### src/hw/rtl/assert_macros.svh
// assertion macros for the rtl of the line stepper, included by its top level
// expects signals named clk and rst_n in the including scope
`ifndef ASSERT_MACROS_SVH
`define ASSERT_MACROS_SVH

// implication checked at every rising edge, off while in reset
`define LRS_ASSERT_IMPL(lbl, ante, cons, msg) \
    lbl: assert property (@(posedge clk) disable iff (!rst_n) (ante) |-> (cons)) \
        else $error(msg);

// consequence checked in the cycle after the antecedent
`define LRS_ASSERT_NEXT(lbl, ante, cons, msg) \
    lbl: assert property (@(posedge clk) disable iff (!rst_n) (ante) |=> (cons)) \
        else $error(msg);

`endif

### src/hw/rtl/lrs_pkg.sv
// shared types and constants for the bresenham line stepper
// no dependencies
`timescale 1ns / 1ps

package lrs_pkg;

    localparam int COORD_BITS = 16;
    localparam int DELTA_BITS = COORD_BITS + 1;
    localparam int ERR_BITS   = COORD_BITS + 2;
    localparam int DIM_BITS   = 15;
    localparam int RGBA_BITS  = 32;
    localparam int CFG_IDX_BITS = 1;
    localparam int CMP_BITS   = (COORD_BITS > DIM_BITS) ? COORD_BITS : DIM_BITS;

    localparam logic [DIM_BITS-1:0] FRAME_WIDTH_RESET  = DIM_BITS'(640);
    localparam logic [DIM_BITS-1:0] FRAME_HEIGHT_RESET = DIM_BITS'(480);

    // action codes
    localparam logic ACTION_LOAD    = 1'b0;
    localparam logic ACTION_ADVANCE = 1'b1;

    // configuration register indexes
    localparam logic [CFG_IDX_BITS-1:0] REG_FRAME_WIDTH  = CFG_IDX_BITS'(0);
    localparam logic [CFG_IDX_BITS-1:0] REG_FRAME_HEIGHT = CFG_IDX_BITS'(1);

    // walking state of one line
    typedef struct packed {
        logic signed [COORD_BITS-1:0] cursor_x;
        logic signed [COORD_BITS-1:0] cursor_y;
        logic signed [COORD_BITS-1:0] target_x;
        logic signed [COORD_BITS-1:0] target_y;
        logic        [DELTA_BITS-1:0] delta_x_abs;
        logic        [DELTA_BITS-1:0] delta_y_abs;
        logic                         step_x_negative;
        logic                         step_y_negative;
        logic signed [ERR_BITS-1:0]   error_term;
    } line_state_t;

    // per-pixel flags
    typedef struct packed {
        logic inside_frame;
        logic final_pixel;
    } pixel_flags_t;

endpackage

### src/hw/rtl/lrs_setup.sv
// load setup: deltas, step signs and initial error term from two endpoints
// depends on lrs_pkg
`timescale 1ns / 1ps

module lrs_setup (
    input  logic signed [lrs_pkg::COORD_BITS-1:0] start_x,
    input  logic signed [lrs_pkg::COORD_BITS-1:0] start_y,
    input  logic signed [lrs_pkg::COORD_BITS-1:0] finish_x,
    input  logic signed [lrs_pkg::COORD_BITS-1:0] finish_y,
    output lrs_pkg::line_state_t                  setup_state
);
    import lrs_pkg::*;

    logic signed [DELTA_BITS-1:0] delta_x;
    logic signed [DELTA_BITS-1:0] delta_y;
    logic        [DELTA_BITS-1:0] abs_x;
    logic        [DELTA_BITS-1:0] abs_y;

    assign delta_x = DELTA_BITS'(finish_x) - DELTA_BITS'(start_x);
    assign delta_y = DELTA_BITS'(finish_y) - DELTA_BITS'(start_y);
    assign abs_x   = delta_x[DELTA_BITS-1] ? unsigned'(-delta_x) : unsigned'(delta_x);
    assign abs_y   = delta_y[DELTA_BITS-1] ? unsigned'(-delta_y) : unsigned'(delta_y);

    always_comb
    begin
        setup_state.cursor_x        = start_x;
        setup_state.cursor_y        = start_y;
        setup_state.target_x        = finish_x;
        setup_state.target_y        = finish_y;
        setup_state.delta_x_abs     = abs_x;
        setup_state.delta_y_abs     = abs_y;
        setup_state.step_x_negative = !(start_x < finish_x);
        setup_state.step_y_negative = !(start_y < finish_y);
        // half the major delta, negative when y dominates or the deltas tie
        if (abs_x > abs_y)
        begin
            setup_state.error_term = signed'(ERR_BITS'(abs_x >> 1));
        end
        else
        begin
            setup_state.error_term = -signed'(ERR_BITS'(abs_y >> 1));
        end
    end

endmodule

### src/hw/rtl/lrs_step.sv
// one bresenham step: error decision and cursor move
// depends on lrs_pkg
`timescale 1ns / 1ps

module lrs_step (
    input  lrs_pkg::line_state_t cur_state,
    output lrs_pkg::line_state_t step_state
);
    import lrs_pkg::*;

    logic signed [ERR_BITS-1:0] dx_ext;
    logic signed [ERR_BITS-1:0] dy_ext;
    logic                       move_x;
    logic                       move_y;

    assign dx_ext = signed'(ERR_BITS'(cur_state.delta_x_abs));
    assign dy_ext = signed'(ERR_BITS'(cur_state.delta_y_abs));
    assign move_x = cur_state.error_term > -dx_ext;
    assign move_y = cur_state.error_term < dy_ext;

    always_comb
    begin
        step_state = cur_state;
        step_state.error_term = cur_state.error_term
                              - (move_x ? dy_ext : ERR_BITS'(0))
                              + (move_y ? dx_ext : ERR_BITS'(0));
        if (move_x)
        begin
            step_state.cursor_x = cur_state.step_x_negative
                                ? cur_state.cursor_x - COORD_BITS'(1)
                                : cur_state.cursor_x + COORD_BITS'(1);
        end
        if (move_y)
        begin
            step_state.cursor_y = cur_state.step_y_negative
                                ? cur_state.cursor_y - COORD_BITS'(1)
                                : cur_state.cursor_y + COORD_BITS'(1);
        end
    end

endmodule

### src/hw/rtl/lrs_emit.sv
// pixel flags: frame clipping test and end-of-line match
// depends on lrs_pkg
`timescale 1ns / 1ps

module lrs_emit (
    input  logic signed [lrs_pkg::COORD_BITS-1:0] cursor_x,
    input  logic signed [lrs_pkg::COORD_BITS-1:0] cursor_y,
    input  logic signed [lrs_pkg::COORD_BITS-1:0] target_x,
    input  logic signed [lrs_pkg::COORD_BITS-1:0] target_y,
    input  logic        [lrs_pkg::DIM_BITS-1:0]   frame_width,
    input  logic        [lrs_pkg::DIM_BITS-1:0]   frame_height,
    output lrs_pkg::pixel_flags_t                 flags
);
    import lrs_pkg::*;

    logic [CMP_BITS-1:0] x_cmp;
    logic [CMP_BITS-1:0] y_cmp;

    // sign is tested apart, so plain zero extension is enough here
    assign x_cmp = CMP_BITS'(unsigned'(cursor_x));
    assign y_cmp = CMP_BITS'(unsigned'(cursor_y));

    always_comb
    begin
        flags.inside_frame = !cursor_x[COORD_BITS-1] && !cursor_y[COORD_BITS-1]
                           && (x_cmp < CMP_BITS'(frame_width))
                           && (y_cmp < CMP_BITS'(frame_height));
        flags.final_pixel  = (cursor_x == target_x) && (cursor_y == target_y);
    end

endmodule

### src/hw/rtl/line_rasterizer_stepper.sv
// line_rasterizer_stepper: top level of the bresenham line stepper
// the step logic feeds the line state register directly; a pixel word appears
// in the cycle after its item is taken; one item per cycle unless the output stalls
// reset: async active low; no line in progress, frame 640 x 480, output empty
// depends on lrs_pkg, lrs_setup, lrs_step, lrs_emit and assert_macros.svh
`timescale 1ns / 1ps
`include "assert_macros.svh"

module line_rasterizer_stepper (
    input  logic                                  clk,
    input  logic                                  rst_n,
    // configuration write port
    input  logic                                  cfg_write_en,
    input  logic [lrs_pkg::CFG_IDX_BITS-1:0]      cfg_index,
    input  logic [lrs_pkg::DIM_BITS-1:0]          cfg_data,
    // input word channel
    input  logic                                  item_valid,
    output logic                                  item_ready,
    input  logic                                  action,
    input  logic signed [lrs_pkg::COORD_BITS-1:0] start_x,
    input  logic signed [lrs_pkg::COORD_BITS-1:0] start_y,
    input  logic signed [lrs_pkg::COORD_BITS-1:0] finish_x,
    input  logic signed [lrs_pkg::COORD_BITS-1:0] finish_y,
    input  logic [lrs_pkg::RGBA_BITS-1:0]         line_rgba,
    // pixel word channel
    output logic                                  pixel_valid,
    input  logic                                  pixel_ready,
    output logic signed [lrs_pkg::COORD_BITS-1:0] pixel_x,
    output logic signed [lrs_pkg::COORD_BITS-1:0] pixel_y,
    output logic [lrs_pkg::RGBA_BITS-1:0]         pixel_rgba,
    output logic                                  inside_frame,
    output logic                                  final_pixel
);
    import lrs_pkg::*;

    // configuration registers
    logic [DIM_BITS-1:0] frame_width_reg;
    logic [DIM_BITS-1:0] frame_height_reg;

    // line state; the line is live while loaded and the cursor is short of the target
    line_state_t          line_reg;
    line_state_t          line_next;
    logic                 loaded_reg;
    logic                 loaded_next;
    logic [RGBA_BITS-1:0] rgba_reg;
    logic [RGBA_BITS-1:0] rgba_next;
    logic                 line_active;

    // output word register
    logic                         out_valid_reg;
    logic                         out_valid_next;
    logic signed [COORD_BITS-1:0] out_x_reg;
    logic signed [COORD_BITS-1:0] out_y_reg;
    logic [RGBA_BITS-1:0]         out_rgba_reg;
    pixel_flags_t                 out_flags_reg;

    line_state_t  setup_state;
    line_state_t  step_state;
    pixel_flags_t flags;
    logic         item_fire;
    logic         is_load;
    logic         emits;

    lrs_setup u_setup (
        .start_x     (start_x),
        .start_y     (start_y),
        .finish_x    (finish_x),
        .finish_y    (finish_y),
        .setup_state (setup_state)
    );

    lrs_step u_step (
        .cur_state  (line_reg),
        .step_state (step_state)
    );

    // flags are taken from the pixel about to be registered
    lrs_emit u_emit (
        .cursor_x     (line_next.cursor_x),
        .cursor_y     (line_next.cursor_y),
        .target_x     (line_next.target_x),
        .target_y     (line_next.target_y),
        .frame_width  (frame_width_reg),
        .frame_height (frame_height_reg),
        .flags        (flags)
    );

    assign line_active = loaded_reg
                       && !((line_reg.cursor_x == line_reg.target_x)
                            && (line_reg.cursor_y == line_reg.target_y));

    // take a new word whenever the output slot is free or draining this cycle
    assign item_ready = !out_valid_reg || pixel_ready;
    assign item_fire  = item_valid && item_ready;
    assign is_load    = (action == ACTION_LOAD);
    // a load always gives a pixel, an advance only while the line is live
    assign emits      = item_fire && (is_load || line_active);

    always_comb
    begin
        line_next   = line_reg;
        loaded_next = loaded_reg;
        rgba_next   = rgba_reg;
        if (item_fire && is_load)
        begin
            line_next   = setup_state;
            loaded_next = 1'b1;
            rgba_next   = line_rgba;
        end
        else if (emits)
        begin
            line_next = step_state;
        end
    end

    always_comb
    begin
        if (emits)
        begin
            out_valid_next = 1'b1;
        end
        else if (pixel_ready)
        begin
            out_valid_next = 1'b0;
        end
        else
        begin
            out_valid_next = out_valid_reg;
        end
    end

    // control state and configuration
    always_ff @(posedge clk or negedge rst_n)
    begin
        if (!rst_n)
        begin
            frame_width_reg  <= FRAME_WIDTH_RESET;
            frame_height_reg <= FRAME_HEIGHT_RESET;
            line_reg         <= '0;
            loaded_reg       <= 1'b0;
            rgba_reg         <= '0;
            out_valid_reg    <= 1'b0;
        end
        else
        begin
            if (cfg_write_en)
            begin
                case (cfg_index)
                    REG_FRAME_WIDTH:  frame_width_reg  <= cfg_data;
                    REG_FRAME_HEIGHT: frame_height_reg <= cfg_data;
                    default:          ;
                endcase
            end
            line_reg      <= line_next;
            loaded_reg    <= loaded_next;
            rgba_reg      <= rgba_next;
            out_valid_reg <= out_valid_next;
        end
    end

    // output payload, loaded only with a new pixel
    always_ff @(posedge clk)
    begin
        if (emits)
        begin
            out_x_reg     <= line_next.cursor_x;
            out_y_reg     <= line_next.cursor_y;
            out_rgba_reg  <= rgba_next;
            out_flags_reg <= flags;
        end
    end

    assign pixel_valid  = out_valid_reg;
    assign pixel_x      = out_x_reg;
    assign pixel_y      = out_y_reg;
    assign pixel_rgba   = out_rgba_reg;
    assign inside_frame = out_flags_reg.inside_frame;
    assign final_pixel  = out_flags_reg.final_pixel;

    // a load always produces a pixel at its start point
    `LRS_ASSERT_NEXT(a_load_emits, item_fire && is_load,
        pixel_valid && pixel_x == $past(start_x) && pixel_y == $past(start_y),
        "load did not emit its start pixel")
    // a pending final pixel means the line has ended
    `LRS_ASSERT_IMPL(a_final_ends_line, pixel_valid && final_pixel, !line_active,
        "line still live behind a final pixel")
    // an advance with no live line leaves the cursor alone
    `LRS_ASSERT_NEXT(a_idle_advance_holds, item_fire && !is_load && !line_active,
        $stable(line_reg.cursor_x) && $stable(line_reg.cursor_y),
        "advance moved the cursor with no line live")
    // every step of a live line moves the cursor
    `LRS_ASSERT_NEXT(a_step_moves, item_fire && !is_load && line_active,
        !($stable(line_reg.cursor_x) && $stable(line_reg.cursor_y)),
        "advance of a live line did not move the cursor")

endmodule
### config.mk
export PLATFORM = sky130hd
export DESIGN_NAME = line_rasterizer_stepper
export DESIGN_NICKNAME = d
export VERILOG_FILES = /design/src/hw/rtl/lrs_pkg.sv /design/src/hw/rtl/lrs_setup.sv /design/src/hw/rtl/lrs_step.sv /design/src/hw/rtl/lrs_emit.sv /design/src/hw/rtl/line_rasterizer_stepper.sv
export VERILOG_INCLUDE_DIRS = /design/src /design/src/hw/rtl
export SDC_FILE = /design/constraint.sdc
export NUM_CORES = 1
export LEC_CHECK = 0
export BUFFER_PORTS_ARGS = -buffer_cell sky130_fd_sc_hd__buf_2
export CORE_UTILIZATION = 35
export CTS_BUF_LIST = sky130_fd_sc_hd__clkbuf_4 sky130_fd_sc_hd__clkbuf_8 sky130_fd_sc_hd__clkbuf_16
export DETAILED_ROUTE_END_ITERATION = 6
export PLACE_DENSITY = 0.51
export REMOVE_ABC_BUFFERS = 1
export SKIP_LAST_GASP = 1
export SLEW_MARGIN = 20
export SYNTH_ARGS = -nofsm -noshare
export SYNTH_HDL_FRONTEND = slang
export SYNTH_HIERARCHICAL = 1
export SYNTH_SLANG_ARGS = --single-unit
### constraint.sdc
create_clock -name clk -period 6.8 [get_ports clk]
set_input_delay 1.7 -clock clk [delete_from_list [all_inputs] [get_ports clk]]
set_output_delay 1.7 -clock clk [all_outputs]
set_load 0.01 [all_outputs]
Yosys cells after proc, flatten, opt, wreduce, memory -nomap -nowiden
Index checks and enable logic that the tools add are counted.

operators by class
  bitwise operators = 2
  magnitude comparators = 7
  reduce and logical (&&, ||, !) cells = 21
  eq/ne operators = 4
  add/sub/neg operators = 12
  muxes and demuxes = 14

operator list
  cell                   number
  $mux 118               2
  $mux 17                4
  $eq 16x16->1           4
  $mux 16                4
  $neg 17->17            2
  $sub 16x16->17         2
  $add 16x2->16 const B  2
  $lt 16x15->1           2
  $lt 16x16->1           2
  $mux 32                1
  $sub 16x2->16 const B  2
  $add 18x18->18         1
  $gt 18x18->1           1
  $lt 18x18->1           1
  $mux 18                1
  $neg 16->18            1
  $neg 17->18            1
  $sub 18x18->18         1
  $gt 17x17->1           1
  $logic_and 1x1->1      9
  $logic_not 1->1        6
  $reduce_and 2->1       2
  $reduce_bool 2->1      2
  $logic_or 1x1->1       2
  2 further kinds        4

word-level totals
  word-level logic and storage cells = 79
  flip-flop bits (word level) = 248
  output and inout bits = 68
  input bits = 118

Logic depth before layout (Yosys ltp)
  word-level depth = 12
  gate-level depth with buffers = 29
  mapped depth without buffers = 28

Hierarchy
Netlist, hierarchy kept.

by module, submodules not included
  module                   seq. area each (µm²)  area an instance (µm²)  instances  cells an instance
  line_rasterizer_stepper  6,543.8               10,264.8                1          830
  lrs_step                 0.0                   4,883.4                 1          674
  lrs_setup                0.0                   4,398.0                 1          610
  lrs_emit                 0.0                   1,072.3                 1          142

Worst setup path before layout
Ideal clock, no wire load.

  path type = input-to-reg
  from = input port start_x[1] (netlist name)
  to = register line_reg[10] (netlist name)
  slack = 0.400 ns
  stages on the path = 21
  buffers on the path = 1
  data arrival time = 6.263 ns
  library setup time = 0.137 ns
  data required time = 6.663 ns
  cells stage by stage = inv_1 -> ha_1 -> nor2b_1 -> o31ai_2 -> a21oi_1 -> o21ai_0 -> a21oi_1 -> o211a_1 -> o21a_1 -> or4b_2 -> nand3_1 -> xnor2_1 -> ha_1 -> and4_1 -> nand3_1 -> or4_4 -> a22oi_4 -> buf_12 -> mux2_4 -> nor2_1 -> a21oi_1

RTL lines
  item                    line                            RTL
  start: declaration      line_rasterizer_stepper.sv:20   input logic signed [lrs_pkg::COORD_BITS-1:0] start_x,
  end signal: assignment  line_rasterizer_stepper.sv:154  line_reg <= line_next;
  end: declaration        line_rasterizer_stepper.sv:41   line_state_t line_reg;

==> impl_results.html <==
<table>
<tr><th>Metric</th><th>Value</th></tr>
<tr><th colspan="2">Cells and area</th></tr>
<tr><td>Final instance area</td><td>0.0226 mm^2</td></tr>
<tr><td>Area of the multi-input gates</td><td>0.0119 mm^2</td></tr>
<tr><td>Fill cell count</td><td>5,953</td></tr>
<tr><td>Final-stage net count</td><td>2,631</td></tr>
<tr><td>Leading cell types in the layout, fill and taps excluded</td><td>a21oi_1 (222), nor2_1 (204), buf_2 (184)</td></tr>
<tr><td>Area occupied by registers</td><td>around 0.0065 mm^2</td></tr>
<tr><td>Finished Core Util</td><td>38.9%</td></tr>
<tr><td>Leading cell type in the layout, fill and taps excluded</td><td>a21oi_1</td></tr>
<tr><td>Non-filler cells, final</td><td>3,119</td></tr>
<tr><td>Flip-flop count of the largest register after layout</td><td>roughly 120</td></tr>
<tr><td>Share of cells above drive strength 1</td><td>17.6%</td></tr>
<tr><td>Area growth from synthesis to final layout</td><td>9.40%</td></tr>
<tr><th colspan="2">Floorplanning</th></tr>
<tr><td>Die X-Extent</td><td>245 um</td></tr>
<tr><td>Die outline area</td><td>between 0.05 and 0.06 mm^2</td></tr>
<tr><td>Placeable core region</td><td>0.0579 mm^2</td></tr>
<tr><td>Die extent in y</td><td>245 um</td></tr>
<tr><td>Cell row count</td><td>88</td></tr>
<tr><td>Starting density of the core</td><td>35.6%</td></tr>
<tr><td>IO Count</td><td>186</td></tr>
<tr><th colspan="2">CTS</th></tr>
<tr><td>Number of H-tree levels</td><td>1</td></tr>
<tr><td>Clk pin slew, worst setup/hold paths</td><td>0.06 ns</td></tr>
<tr><td>TritonCTS clock tree</td><td>done</td></tr>
<tr><td>Number of buffers inserted during clock tree synthesis</td><td>28</td></tr>
<tr><td>Clock root buffer</td><td>clkbuf_16</td></tr>
<tr><td>TritonCTS sink count</td><td>~250</td></tr>
<tr><td>Post-CTS Hold Fix Bufs</td><td>0</td></tr>
<tr><td>Worst-case clock buffer depth</td><td>3</td></tr>
<tr><td>Clk Latency, worst-skew pair</td><td>0.58 ns</td></tr>
<tr><th colspan="2">Worst setup path</th></tr>
<tr><td>CP required</td><td>7.20 ns</td></tr>
<tr><td>Startpoint of the worst-slack reg-to-reg timing path</td><td>line_reg[42]</td></tr>
<tr><td>Type of element capturing the critical path</td><td>register</td></tr>
<tr><td>Worst-path maximum fanout</td><td>12</td></tr>
<tr><td>Minimum setup slack among reg-to-reg paths</td><td>0.48 ns</td></tr>
<tr><td>Endpoint of the lowest-slack register-to-register path</td><td>line_reg[16]</td></tr>
<tr><td>Type of the worst setup path</td><td>reg2reg</td></tr>
<tr><td>Number of cells traversed by the worst register-to-register path</td><td>27</td></tr>
<tr><td>Arrival time of data at the critical path endpoint</td><td>6.72 ns</td></tr>
<tr><td>Kind of launch point of the worst setup path</td><td>register</td></tr>
<tr><th colspan="2">Global route</th></tr>
<tr><td>Maximum number of pins on one net before global-route repair</td><td>86</td></tr>
<tr><td>Number of antenna violations at the first check in global routing</td><td>7</td></tr>
<tr><td>Grt met3 use</td><td>2.39%</td></tr>
<tr><td>Global-route track usage on met2</td><td>32.6%</td></tr>
<tr><td>Leftover overflow at the end of global routing</td><td>0</td></tr>
<tr><td>Number of global-route vias before repair</td><td>16,100</td></tr>
<tr><td>Met1 track utilization from global routing</td><td>24.1%</td></tr>
<tr><td>Grt peak-use layer</td><td>met2</td></tr>
<tr><td>Global-route usage over all layers</td><td>18.9%</td></tr>
<tr><td>Global-route wire length before repair</td><td>roughly 90,000 um</td></tr>
<tr><th colspan="2">Synth</th></tr>
<tr><td>Fraction of synthesized area in multiplexers</td><td>9.44%</td></tr>
<tr><td>Yosys top cell by area</td><td>dfrtp_1</td></tr>
<tr><td>Area fraction in compound gates after synthesis</td><td>14.0%</td></tr>
<tr><td>Netlist cell types</td><td>98</td></tr>
<tr><td>Dominant synthesized flop cell</td><td>dfrtp_1</td></tr>
<tr><td>Top-area cell type share of the netlist area</td><td>21.4%</td></tr>
<tr><td>Area of the mapped netlist</td><td>0.0206 mm^2</td></tr>
<tr><td>Yosys reg bits</td><td>248</td></tr>
<tr><td>Average size of a mapped cell</td><td>9.14 um^2</td></tr>
<tr><td>Async set-reset flop share out of synthesis</td><td>approximately three quarters</td></tr>
<tr><td>Adder-cell share of the synthesized area</td><td>11.9%</td></tr>
<tr><td>Sequential area share after synthesis</td><td>31.7%</td></tr>
<tr><td>Xor/xnor cell area share of the yosys netlist</td><td>under 10%</td></tr>
<tr><td>Most area-consuming cells after synthesis</td><td>dfrtp_1 (21%), ha_1 (9.8%), edfxtp_1 (9.6%), mux2i_1 (6.2%), a21oi_1 (5.4%)</td></tr>
<tr><td>Number of enable-type register cells in the synthesized netlist</td><td>66</td></tr>
<tr><td>Post-Syn Instances</td><td>2,256</td></tr>
<tr><td>Synth warnings</td><td>6</td></tr>
<tr><td>Simple logic cell fraction of the synthesized area</td><td>between 10% and 20%</td></tr>
<tr><td>Main combinational cell family by area after synthesis</td><td>simple AND/OR/NAND/NOR gates</td></tr>
<tr><th colspan="2">STA</th></tr>
<tr><td>Crit share post-route</td><td>between 90% and 100%</td></tr>
<tr><td># setup viols final</td><td>0</td></tr>
<tr><td>Worst-case clock skew</td><td>0.0418 ns</td></tr>
<tr><td>Final hold viol count</td><td>0</td></tr>
<tr><td>RSZ-0062 raised after global routing</td><td>false</td></tr>
<tr><td>Minimum period implied by the final worst setup slack</td><td>around 6.3 ns</td></tr>
<tr><td>Fmax</td><td>0.158 GHz</td></tr>
<tr><td>Worst-case headroom to the max-slew limit</td><td>between 30% and 40%</td></tr>
<tr><td>Worst Tran Pin Value</td><td>approximately 1 ns</td></tr>
<tr><td>Final max-slew violation count</td><td>0</td></tr>
<tr><td>Minimum setup slack in the final design</td><td>~0.48 ns</td></tr>
<tr><th colspan="2">Routing</th></tr>
<tr><td>Starting DRT DRC Count</td><td>a little over 800</td></tr>
<tr><td>Pre-Repair DR Iteration Count</td><td>5</td></tr>
<tr><td>Final WL</td><td>57,400 um</td></tr>
<tr><td>Count of antenna-violating nets left after detailed routing</td><td>0</td></tr>
<tr><td>Routed vias/inst</td><td>5.09</td></tr>
<tr><td>Post-route DRC violation count</td><td>0</td></tr>
<tr><td>Number of vias after detailed routing</td><td>between 15,000 and 20,000</td></tr>
<tr><td>Mean routed wirelength per cell</td><td>approximately 18 um</td></tr>
<tr><th colspan="2">Power</th></tr>
<tr><td>Switching fraction of total power</td><td>46.4%</td></tr>
<tr><td>Total power per unit cell area</td><td>roughly 580 mW/mm^2</td></tr>
<tr><td>Cell-internal power</td><td>between 7 and 8 mW</td></tr>
<tr><td>Share of total power in sequential cells</td><td>19.6%</td></tr>
<tr><td>Logic gate share of total power</td><td>68.3%</td></tr>
<tr><td>Switching Power</td><td>about 6.1 mW</td></tr>
<tr><td>LEAKAGE</td><td>10.4 nW</td></tr>
<tr><td>Portion of total power attributed to the clock network</td><td>12.1%</td></tr>
<tr><td>Peak supply drop</td><td>approximately 0.26 mV</td></tr>
<tr><th colspan="2">Place</th></tr>
<tr><td>Gp weighted congestion</td><td>0.886</td></tr>
<tr><td>HPWL reported at the end of detailed placement</td><td>between 40,000 and 50,000 um</td></tr>
<tr><td>I/O Buffers</td><td>185</td></tr>
<tr><td>Area of placed instances</td><td>~0.022 mm^2</td></tr>
<tr><td>Number of placed instances, taps included</td><td>3,066</td></tr>
<tr><td>Pre-CTS worst setup slack</td><td>-0.0796 ns</td></tr>
<tr><th colspan="2">Worst hold path</th></tr>
<tr><td>Depth of the worst hold-timing path</td><td>2</td></tr>
<tr><td>Start point of the worst hold path</td><td>rgba_reg[20]</td></tr>
<tr><td>Class of the tightest hold or removal check</td><td>reg2reg</td></tr>
<tr><td>End point of the worst hold path</td><td>rgba_reg[20]</td></tr>
<tr><th colspan="2">Job</th></tr>
<tr><td>Number of maximum-capacitance violations</td><td>0</td></tr>
<tr><th colspan="2">Outcome</th></tr>
<tr><td>Outcome</td><td>finished, final reports clean</td></tr>
</table>
[power by group through the flow]
stage / Sequential (mW) / Clock (mW) / Combinational, mW
after floorplan: 2.52 / 0 / 6.41
final: 2.58 / 1.60 / 9.01
after detailed placement: 2.60 / 0 / 8.94
after CTS: 2.58 / 1.65 / 9.02
after global routing: 2.65 / 1.71 / 10.1
after global placement: 2.60 / 0 / 8.82
[cell usage after synthesis, types with 9 or more instances]
cell type and instances:
nand3_1 30, inv_1 179, edfxtp_1 66, nor3_1 29, o21ai_0 44, clkbuf_1 47, nor2_1 206, buf_4 135
ha_1 161, dfrtp_1 176, buf_12 13, o21a_1 21, a21o_1 50, mux2i_1 128, o211ai_1 9, nor4_1 17
buf_2 12, fa_1 21, nand2_1 165, a31oi_1 15, a211oi_1 12, xnor2_1 112, mux2_2 47, xor2_1 67
and2_1 26, nor2b_1 21, nand4_1 33, nand2b_1 21, a21oi_1 222
[worst max-delay path by stage]
stage	endpoint	from	cells after the start	slack (ns)
finish	line_reg[16]	line_reg[42]	27	0.48
global route	line_reg[14]	line_reg[42]	28	0.04
CTS	line_reg[16]	line_reg[42]	28	0.39
detailed placement	line_reg[1]	start_x[1]	22	-0.08
global placement	line_reg[7]	start_x[1]	22	0.08
floorplan	inside_frame	pixel_ready	11	-4.10
[stage by stage]
stage | hold WS, ns | TNS, ns | power, mW
2_1_floorplan | 0.424 | -707.72 | 8.93
3_3_place_gp | 0.451 | 0 | 11.4
3_5_place_dp | 0.454 | -0.552 | 11.5
4_1_cts | 0.471 | 0 | 13.3
5_1_grt | 0.496 | 0 | 14.4
6_report | 0.471 | 0 | 13.2
[worst max-delay path, cell delays in order (launching register included)]
cell and delay [ns]:
dfrtp_1 0.45, or4_1 0.60, nor2_2 0.20, nand3_1 0.23, nor3_1 0.28, xor2_1 0.19
ha_1 0.29, a21oi_1 0.16, nand2_1 0.07, a221oi_1 0.29, buf_4 0.19, o211ai_2 0.11
nand3_1 0.15, o21ai_4 0.13, buf_4 0.19, and2_1 0.16, fa_1 0.47, inv_1 0.04
ha_1 0.38, a21o_1 0.20, a21o_1 0.18, a41oi_1 0.20, a211oi_1 0.09, a211o_1 0.27
a21o_1 0.19, xnor2_1 0.13, mux2i_1 0.20, a21oi_1 0.10
[repair_timing]
| item | CTS | global route |
|---|---|---|
| buffers inserted | 0 | 0 |
| resized for setup | 0 | 3 |
| endpoints found under the setup margin | 0 | 4 |
[cells by family after synthesis]
kind of cell,count (synthesis)
xor gates and xnor gates,183
buffers and inverters,395
AOI/OAI and AO/OA,457
adders and majority gates,184
muxes,185
and+or+nand+nor,604
DFF,248
[cell type report]
class / count / share of cell area [%]
Multi-Input combinational cell: 1613 / 52.6
Sequential cell: 248 / 29.0
Timing Repair Buffer: 261 / 6.84
Tap cell: 765 / 4.24
Clock buffer: 42 / 3.66
Inverter: 179 / 2.98
Clock inverter: 9 / 0.699
Antenna cell: 2 / 0.0222
[layer usage]
metal,vias up,routed length (um)
li1,7884,-
met3,88,2480
met5,-,69
met1,7577,25200
met2,316,27700
met4,10,2010
Power figures use the tool's default switching activity.
